**config.mk**
```make
export PLATFORM = sky130hd
export DESIGN_NAME = cau_back
export DESIGN_NICKNAME = d
export VERILOG_FILES = /design/src/cau_pkg.sv /design/src/cau_back.sv
export SDC_FILE = /design/constraint.sdc
export NUM_CORES = 2
export LEC_CHECK = 0
export BUFFER_PORTS_ARGS = -buffer_cell sky130_fd_sc_hd__buf_2
export CORE_ASPECT_RATIO = 1.25
export CORE_MARGIN = 10
export CORE_UTILIZATION = 55
export CTS_CLUSTER_SIZE = 30
export DETAILED_ROUTE_END_ITERATION = 10
export PLACE_DENSITY_LB_ADDON = 0.12
export SLEW_MARGIN = 20
export SYNTH_ARGS = -nofsm -noshare
export SYNTH_HDL_FRONTEND = slang
export SYNTH_SLANG_ARGS = --single-unit
```
**constraint.sdc**
```tcl
create_clock -name clk -period 5.8 [get_ports clk]
set_input_delay 0.29 -clock clk [delete_from_list [all_inputs] [get_ports clk]]
set_output_delay 0.29 -clock clk [all_outputs]
set_load 0.01 [all_outputs]
```
**src/cau_pkg.sv**
```systemverilog
package cau_pkg;

    localparam int WORD         = 32;
    localparam int FRAC         = 16;
    localparam int GUARD        = 2;
    localparam int CORDIC_STEPS = 16;
    localparam int DIV_STEPS    = 33;
    localparam int DIV_FRAC     = FRAC + 1;
    localparam int QW           = DIV_STEPS;
    localparam int REM_W        = 97;
    localparam int CW           = 38;
    localparam int ZW           = 34;
    localparam int ANGLE_BITS   = 30;
    localparam int ANG_SHIFT    = ANGLE_BITS - FRAC;
    localparam int GAIN_SHIFT   = 28 + GUARD;

    localparam logic [WORD-1:0] MAX_WORD = {1'b0, {(WORD-1){1'b1}}};
    localparam logic [WORD-1:0] MIN_WORD = {1'b1, {(WORD-1){1'b0}}};
    localparam logic signed [65:0] SAT_HI = 66'sd2147483647;
    localparam logic signed [65:0] SAT_LO = -66'sd2147483648;
    localparam logic signed [65:0] ROUND_HALF = 66'sd1 <<< (FRAC - 1);
    localparam logic signed [ZW-1:0] HALF_PI = 34'sd1686629713;

    localparam logic [31:0] ATAN_TABLE [32] = '{
        32'd843314857, 32'd497837829, 32'd263043837, 32'd133525159, 32'd67021687,
        32'd33543516, 32'd16775851, 32'd8388437, 32'd4194283, 32'd2097149,
        32'd1048576, 32'd524288, 32'd262144, 32'd131072, 32'd65536, 32'd32768,
        32'd16384, 32'd8192, 32'd4096, 32'd2048, 32'd1024, 32'd512, 32'd256,
        32'd128, 32'd64, 32'd32, 32'd16, 32'd8, 32'd4, 32'd2, 32'd1, 32'd0
    };

    typedef enum logic [3:0] {
        OP_ADD   = 4'd0,
        OP_SUB   = 4'd1,
        OP_MUL   = 4'd2,
        OP_DIV   = 4'd3,
        OP_SCALE = 4'd4,
        OP_SDIV  = 4'd5,
        OP_CONJ  = 4'd6,
        OP_MAG   = 4'd7,
        OP_ARG   = 4'd8
    } op_t;

    typedef struct packed {
        logic [3:0]             operation;
        logic signed [WORD-1:0] a_re;
        logic signed [WORD-1:0] a_im;
        logic signed [WORD-1:0] b_re;
        logic signed [WORD-1:0] b_im;
    } operand_t;

    typedef struct packed {
        logic signed [WORD-1:0] r_re;
        logic signed [WORD-1:0] r_im;
        logic                   overflow;
        logic                   divide_by_zero;
    } result_t;

    typedef struct packed {
        logic [WORD-1:0] val;
        logic            ovf;
    } sat_t;

    typedef struct packed {
        logic [3:0]           op;
        logic [WORD-1:0]      s_re;
        logic [WORD-1:0]      s_im;
        logic                 s_ovf;
        logic                 neg_re;
        logic                 neg_im;
        logic                 zero_re;
        logic                 zero_im;
        logic                 den_zero;
        logic [63:0]          den;
        logic [REM_W-1:0]     rem_re;
        logic [REM_W-1:0]     rem_im;
        logic [QW-1:0]        quo_re;
        logic [QW-1:0]        quo_im;
        logic signed [CW-1:0] cx;
        logic signed [CW-1:0] cy;
        logic signed [ZW-1:0] cz;
        logic                 nonzero;
    } cau_work_t;

    function automatic sat_t sat_word(input logic signed [65:0] v);
        sat_t r;
        if (v > SAT_HI)
        begin
            r.val = MAX_WORD;
            r.ovf = 1'b1;
        end
        else if (v < SAT_LO)
        begin
            r.val = MIN_WORD;
            r.ovf = 1'b1;
        end
        else
        begin
            r.val = v[WORD-1:0];
            r.ovf = 1'b0;
        end
        return r;
    endfunction

    function automatic logic [63:0] inv_gain_calc();
        logic [63:0] p;
        logic [63:0] v;
        logic [63:0] res;
        logic [63:0] b;
        logic [63:0] num;
        logic [63:0] rem;
        logic [63:0] quo;
        int i;
        p = 64'd1 << 60;
        for (i = 0; i < CORDIC_STEPS; i++)
            p = p + (p >> (2 * i));
        v = p;
        res = '0;
        b = 64'd1 << 62;
        for (i = 0; i < 32; i++)
            if (b > v)
                b = b >> 2;
        for (i = 0; i < 32; i++)
        begin
            if (b != 0)
            begin
                if (v >= res + b)
                begin
                    v = v - (res + b);
                    res = (res >> 1) + b;
                end
                else
                    res = res >> 1;
                b = b >> 2;
            end
        end
        num = 64'd1 << 58;
        rem = '0;
        quo = '0;
        for (i = 63; i >= 0; i--)
        begin
            rem = {rem[62:0], num[i]};
            if (rem >= res)
            begin
                rem = rem - res;
                quo[i] = 1'b1;
            end
        end
        return quo;
    endfunction

    localparam logic [27:0] INV_GAIN = 28'(inv_gain_calc());

endpackage

```
**src/cau_back.sv**
```systemverilog
module cau_back
    import cau_pkg::*;
(
    input  logic      clk,
    input  logic      rst_n,
    input  logic      en,
    input  logic      in_valid,
    input  cau_work_t in_data,
    output logic      out_valid,
    output result_t   out_data
);

    typedef struct packed {
        logic [3:0]      op;
        logic [WORD-1:0] s_re;
        logic [WORD-1:0] s_im;
        logic            s_ovf;
        logic [WORD-1:0] d_re;
        logic [WORD-1:0] d_im;
        logic            d_ovf;
        logic            dz;
        logic [64:0]     mag_prod;
        logic [WORD-1:0] ang;
        logic            ang_ovf;
    } fin_t;

    fin_t    fin_reg;
    fin_t    fin_next;
    logic    fin_valid_reg;
    result_t out_reg;
    result_t out_next;
    logic    out_valid_reg;

    sat_t               dre;
    sat_t               dim;
    sat_t               as;
    logic               wide_re;
    logic               wide_im;
    logic signed [34:0] t_ang;
    logic [64:0]        mag;
    logic [WORD-1:0]    mag_val;
    logic               mag_ovf;

    // wide: the quotient did not fit the quotient register, so the result saturates
    function automatic sat_t div_result(input logic [QW-1:0] quo, input logic neg,
                                        input logic zero, input logic den_zero,
                                        input logic wide);
        logic [QW:0] q;
        logic [QW:0] lim;
        logic [QW:0] qn;
        sat_t r;
        q   = ({1'b0, quo} + (QW+1)'(1)) >> 1;
        lim = ((QW+1)'(1) << (WORD - 1)) - (neg ? (QW+1)'(0) : (QW+1)'(1));
        r.ovf = (q > lim) || wide;
        if (r.ovf)
            q = lim;
        qn = neg ? (~q + (QW+1)'(1)) : q;
        r.val = qn[WORD-1:0];
        if (den_zero)
        begin
            r.ovf = 1'b0;
            r.val = zero ? '0 : (neg ? MIN_WORD : MAX_WORD);
        end
        return r;
    endfunction

    always_comb
    begin
        wide_re = (in_data.rem_re >= REM_W'(in_data.den));
        wide_im = (in_data.rem_im >= REM_W'(in_data.den));
        dre = div_result(in_data.quo_re, in_data.neg_re, in_data.zero_re, in_data.den_zero,
                         wide_re);
        dim = div_result(in_data.quo_im, in_data.neg_im, in_data.zero_im, in_data.den_zero,
                         wide_im);
        t_ang = (35'(in_data.cz) + (35'sd1 <<< (ANG_SHIFT - 1))) >>> ANG_SHIFT;
        as = sat_word(66'(t_ang));
        if (!in_data.nonzero)
            as = '0;

        fin_next.op       = in_data.op;
        fin_next.s_re     = in_data.s_re;
        fin_next.s_im     = in_data.s_im;
        fin_next.s_ovf    = in_data.s_ovf;
        fin_next.d_re     = dre.val;
        fin_next.d_im     = dim.val;
        fin_next.d_ovf    = dre.ovf | dim.ovf;
        fin_next.dz       = in_data.den_zero;
        fin_next.mag_prod = 65'(in_data.cx[CW-2:0]) * 65'(INV_GAIN);
        fin_next.ang      = as.val;
        fin_next.ang_ovf  = as.ovf;
    end

    always_comb
    begin
        mag = (fin_reg.mag_prod + (65'd1 << (GAIN_SHIFT - 1))) >> GAIN_SHIFT;
        mag_ovf = (mag > 65'(MAX_WORD));
        mag_val = mag_ovf ? MAX_WORD : mag[WORD-1:0];

        out_next = '0;
        case (fin_reg.op)
            OP_ADD, OP_SUB, OP_MUL, OP_SCALE, OP_CONJ:
            begin
                out_next.r_re     = fin_reg.s_re;
                out_next.r_im     = fin_reg.s_im;
                out_next.overflow = fin_reg.s_ovf;
            end
            OP_DIV, OP_SDIV:
            begin
                out_next.r_re           = fin_reg.d_re;
                out_next.r_im           = fin_reg.d_im;
                out_next.overflow       = fin_reg.d_ovf;
                out_next.divide_by_zero = fin_reg.dz;
            end
            OP_MAG:
            begin
                out_next.r_re     = mag_val;
                out_next.overflow = mag_ovf;
            end
            OP_ARG:
            begin
                out_next.r_re     = fin_reg.ang;
                out_next.overflow = fin_reg.ang_ovf;
            end
            default:
                out_next = '0;
        endcase
    end

    always_ff @(posedge clk or negedge rst_n)
    begin
        if (!rst_n)
        begin
            fin_valid_reg <= 1'b0;
            out_valid_reg <= 1'b0;
        end
        else if (en)
        begin
            fin_valid_reg <= in_valid;
            out_valid_reg <= fin_valid_reg;
        end
    end

    always_ff @(posedge clk)
    begin
        if (en)
        begin
            fin_reg <= fin_next;
            out_reg <= out_next;
        end
    end

    assign out_valid = out_valid_reg;
    assign out_data  = out_reg;

endmodule

```
Yosys cells after proc, flatten, opt, wreduce, memory -nomap -nowiden
Cells that the tools add are included.
- latch bits: 0
- memories kept: 0
- logic and storage cells: 70
- input bits: 513
- bits in writable memories: 0
- bits in registers: 300
- ROM bits: 0
- shift-type cells: 0
- order comparisons: 7
- add/subtract/negate cells: 8
- bitwise logic cells: 4
- div/mod/pow operators: 0
- equality and inequality tests: 8
- multiplexer cells: 18
- reduce and logical (&&, ||, !) cells: 6
- multipliers: 1
- operators by type and width (kind ; count):
    $mux W32 ; 10
    $ge A97 B64 Y1 ; 2
    $pmux W32 S4 ; 1
    $mux W33 ; 3
    $add A33 B1 Y34 const B ; 2
    $gt A33 B34 Y1 ; 2
    $sub A32 B1 Y33 const A ; 2
    $add A65 B30 Y65 const B ; 1
    $add A32 B1 Y32 const B ; 2
    $mul A37 B27 Y64 const B ; 1
    $not A32 Y32 ; 2
    $pmux W32 S2 ; 1
    $add A34 B15 Y35 const B ; 1
    $gt A35 B31 Y1 const B ; 1
    $gt A21 B32 Y1 const B ; 1
    $lt A21 B32 Y1 const B ; 1
    $eq A4 B3 Y1 const B ; 4
    $eq A4 B2 Y1 const B ; 2
    $reduce_or A5 Y1 ; 1
    $eq A4 B1 Y1 const B ; 1
    $eq A4 B4 Y1 const B ; 1
    $logic_not A4 Y1 ; 1
    $pmux W1 S4 ; 1
    $reduce_or A2 Y1 ; 2
    4 further kinds ; 6

Longest topological paths before layout
- word-level depth: 10
- mapped depth: 29

Worst setup path after synthesis
OpenSTA, ideal clock, no wires.
- kind: input port to flip-flop
- start: input in_data[81] in the netlist's numbering
- end: register fin_reg[90] in the netlist's numbering, data pin
- cell stages on the path: 24
- path slack: -1.017 ns
- arrival time: 6.563 ns
- buffers on the path: 0
- cells stage by stage: inv_1 > fa_1 > fa_1 > inv_1 > fa_1 > inv_1 > fa_1 > inv_1 > fa_1 > fa_1 > inv_1 > fa_1 > inv_1 > ha_1 > nand3_1 > or2_2 > a2111oi_0 > o21ai_0 > a211oi_1 > o2111ai_1 > a31oi_1 > a31o_2 > a21oi_1 > o21a_1
- RTL lines (item ; RTL line ; text):
    start, declared ; cau_back.sv:8 ; input cau_work_t in_data,
    end signal, assigned ; cau_back.sv:147 ; fin_reg <= fin_next;
    end, declared ; cau_back.sv:27 ; fin_t fin_reg;

==> flow_summary.yaml <==
timing:
  fmax_mhz: 164.6
  period_needed_ns: 6.074
  slew_headroom: 0.2931
  slew_viol_final: 0
  rsz0062_at_grt: "yes"
  finClkSkew_ns: 0.01628
  setup-violations-final: 21
  fin_crit_sh: 1.047
  fin_ws_ns: -0.2743
  tightest_slew_ns: 1.060
  hold_violations: 0
global_routing:
  track_usage: 0.3120
  grt_max_degree: 144
  grt_use_met3: 0.04794
  grt_util_met1: 0.3872
  grtUsageMet2: 0.5456
  antenna_found_initial: 21
  grt_pass1_vias: 32832
  grt_overflow: 0
  top_usage_layer: "met2"
  grt_pass1_wl_um: 188900
clock_tree:
  clock_path_buffers: 3
  root_buffer: "clkbuf_16"
  path_clk_slew_ns: 0.06
  worstSkewPairLatency_ns: 0.55
  htree_levels: 1
  tritoncts: "yes"
  numCtsBuffers: 25
  clock_sinks: 261
finish:
  fillers: 5331
  area_delta_synth_final_pct: 25.88
  final_layout_size_suffix_gt1_frac: 0.2608
  largest_reg_flops: 193
  mostFrequentLayoutCells: "inv_1 (786), buf_2 (515), fa_1 (491)"
  nets: 6220
  layout_commonest_cell: "inv_1"
  multi_input_area_um2: 26930
  regArea_um2: 7828
floorplanning:
  die_y_um: 311.3
  ios: 580
  initial_core_util: 0.5564
  die_w_um: 253.0
  core-area_um2: 67110
  fp.dieArea_um2: 78770
  num_rows: 106
hold_path:
  hold_path_class: "primary input to asynchronous set/reset pin"
route:
  detail-route-antenna-nets: 0
  vias: 31170
  drtIter0Drc: 2492
  drc: 3
  routed_via_density: 5.578
  wire_per_inst_um: 22.31
  drtPass1Iterations: 11
  wl_um: 124600
synthesis:
  avgSynthCellArea_um2: 10.18
  synthCells: 3669
  synth_top_area_cell: "fa_1"
  synth_nets: 5199
  synth_ff_type: "edfxtp_1"
  ys_seq_elements: 261
  ys.warnings.count: 0
  ys_types: 92
  ys_seq_area_frac: 0.2096
  async_reset_ff_frac: 0.007663
  synth_edf_count: 259
  synth_top_area_share: 0.2686
  yosys-top-cells-area: "fa_1 (27%), edfxtp_1 (21%), ha_1 (17%), inv_1 (8.4%), xnor2_1 (2.3%)"
  netlist_area_um2: 37340
place:
  place_ws_ns: -1.077
  place_congestion: 1.037
  place_hpwl_um: 107100
  io_buffers: 527
worst_setup_path:
  cp.required_ns: 6.09
  cp_slowest_stage_delay_ns: 0.56
  endpoint_kind: "flop"
  worstPathArrival_ns: 6.36
  cp-start-kind: "primary input"
  slowest_stage: "fa_1"
  cp_max_fo: 4
  worstSetupPathType: "primary input to flop"
  cp_common_cell: "fa_1"
status:
  violations: "DRC, setup timing"
  status: "complete, but fails checks"
job:
  maxCapViolCount: 0
[through the flow]
stage	hold slack [ns]	instances	TNS, ns	util	cell area (um^2)
6_report	0.06229	5588	-3.290	0.7004	47000
5_1_grt	0.06415	5579	-7.287	0.7000	46980
4_1_cts	0.03553	5558	-2.010	0.6915	46410
3_5_place_dp	0.07744	5429	-27.28	0.6631	44500
3_3_place_gp	0.07386	5429	-25.38	0.6631	44500
2_1_floorplan	-0.005591	3669	-3.559	-	37690
[synthesized netlist by cell type (all sizes together) (11+ instances only)]
library cell  number
inv              836
ha               516
fa               501
edfxtp           259
a21oi            171
nand2            153
a21o             106
nor2             102
o21ai             99
xnor2             99
nand3             96
nand4             86
xor2              66
clkbuf            56
and3              40
nor3              38
a22o              33
a222oi            32
nor4              32
and2              29
o211ai            28
a31oi             23
a211oi            22
and4              19
mux2i             19
nor2b             16
buf               15
o21bai            12
o31ai             12
or3               12
a211o             11
o21a              11
[worst max-delay path, delay by kind of cell]
family	cells	cell delay, ns
buffers and inverters	7	0.66
AOI/OAI and AO/OA	8	1.41
adders and majority gates	8	3.57
and+or+nand+nor	2	0.43
[kinds of logic (layout without fill, tap and decap cells)]
| group | Yosys count | in the layout | share of synthesized area |
|---|---|---|---|
| adder cells (fa/ha/maj) | 1017 | 1017 | 0.4415 |
| buffers and inverters | 907 | 1947 | 0.09165 |
| AND/OR/NAND/NOR | 655 | 655 | 0.09447 |
| AO/OA/AOI/OAI | 639 | 639 | 0.1171 |
| flip-flops | 261 | 261 | 0.2096 |
| XOR/XNOR | 165 | 165 | 0.03870 |
| multiplexers | 25 | 25 | 0.006903 |
| other | 0 | 15 | 0 |
[area by class of cell]
cell class | instances | area share
Inverter | 836 | 0.06762
Antenna cell | 15 | 0.0007986
Multi-Input combinational cell | 2501 | 0.5730
Sequential cell | 261 | 0.1665
Timing Repair Buffer | 1065 | 0.1503
Clock buffer | 28 | 0.01355
Tap cell | 864 | 0.02300
Clock inverter | 18 | 0.005138
[layer usage]
metal  vias to the layer above  wire length [um]  share of wire
li1                      14556                 -              -
met1                     15194             48230           0.39
met2                      1151             61990           0.50
met3                       253              9664          0.078
met4                        16              4649          0.037
met5                         -               117        0.00094
[worst paths after layout]
path | startpoint | to | slack (ns) | cells past startpoint
min | rst_n | out_valid | 0.06 | 2
max in group asynchronous | rst_n | fin_valid_reg | 5.65 | 2
min in group clk | in_data[32] | fin_reg[30] | 0.14 | 2
min reg2reg | fin_valid_reg | fin_valid_reg | 0.50 | 1
max | in_data[86] | fin_reg[96] | -0.27 | 25
max reg2reg | fin_reg[67] | out_data[60] | 2.17 | 12
[timing repair]
item / in CTS / in global routing
pin swaps: 53 / 90
setup endpoints to repair: 30 / 33
gates resized for setup: 65 / 108
setup buffers: 14 / 17
hold endpoints to repair: 72 / 0
hold buffers: 71 / 0
Power is left out: the tool's default activity adds up to more than one toggle a clock period on the data nets, which glitch-free logic cannot reach.
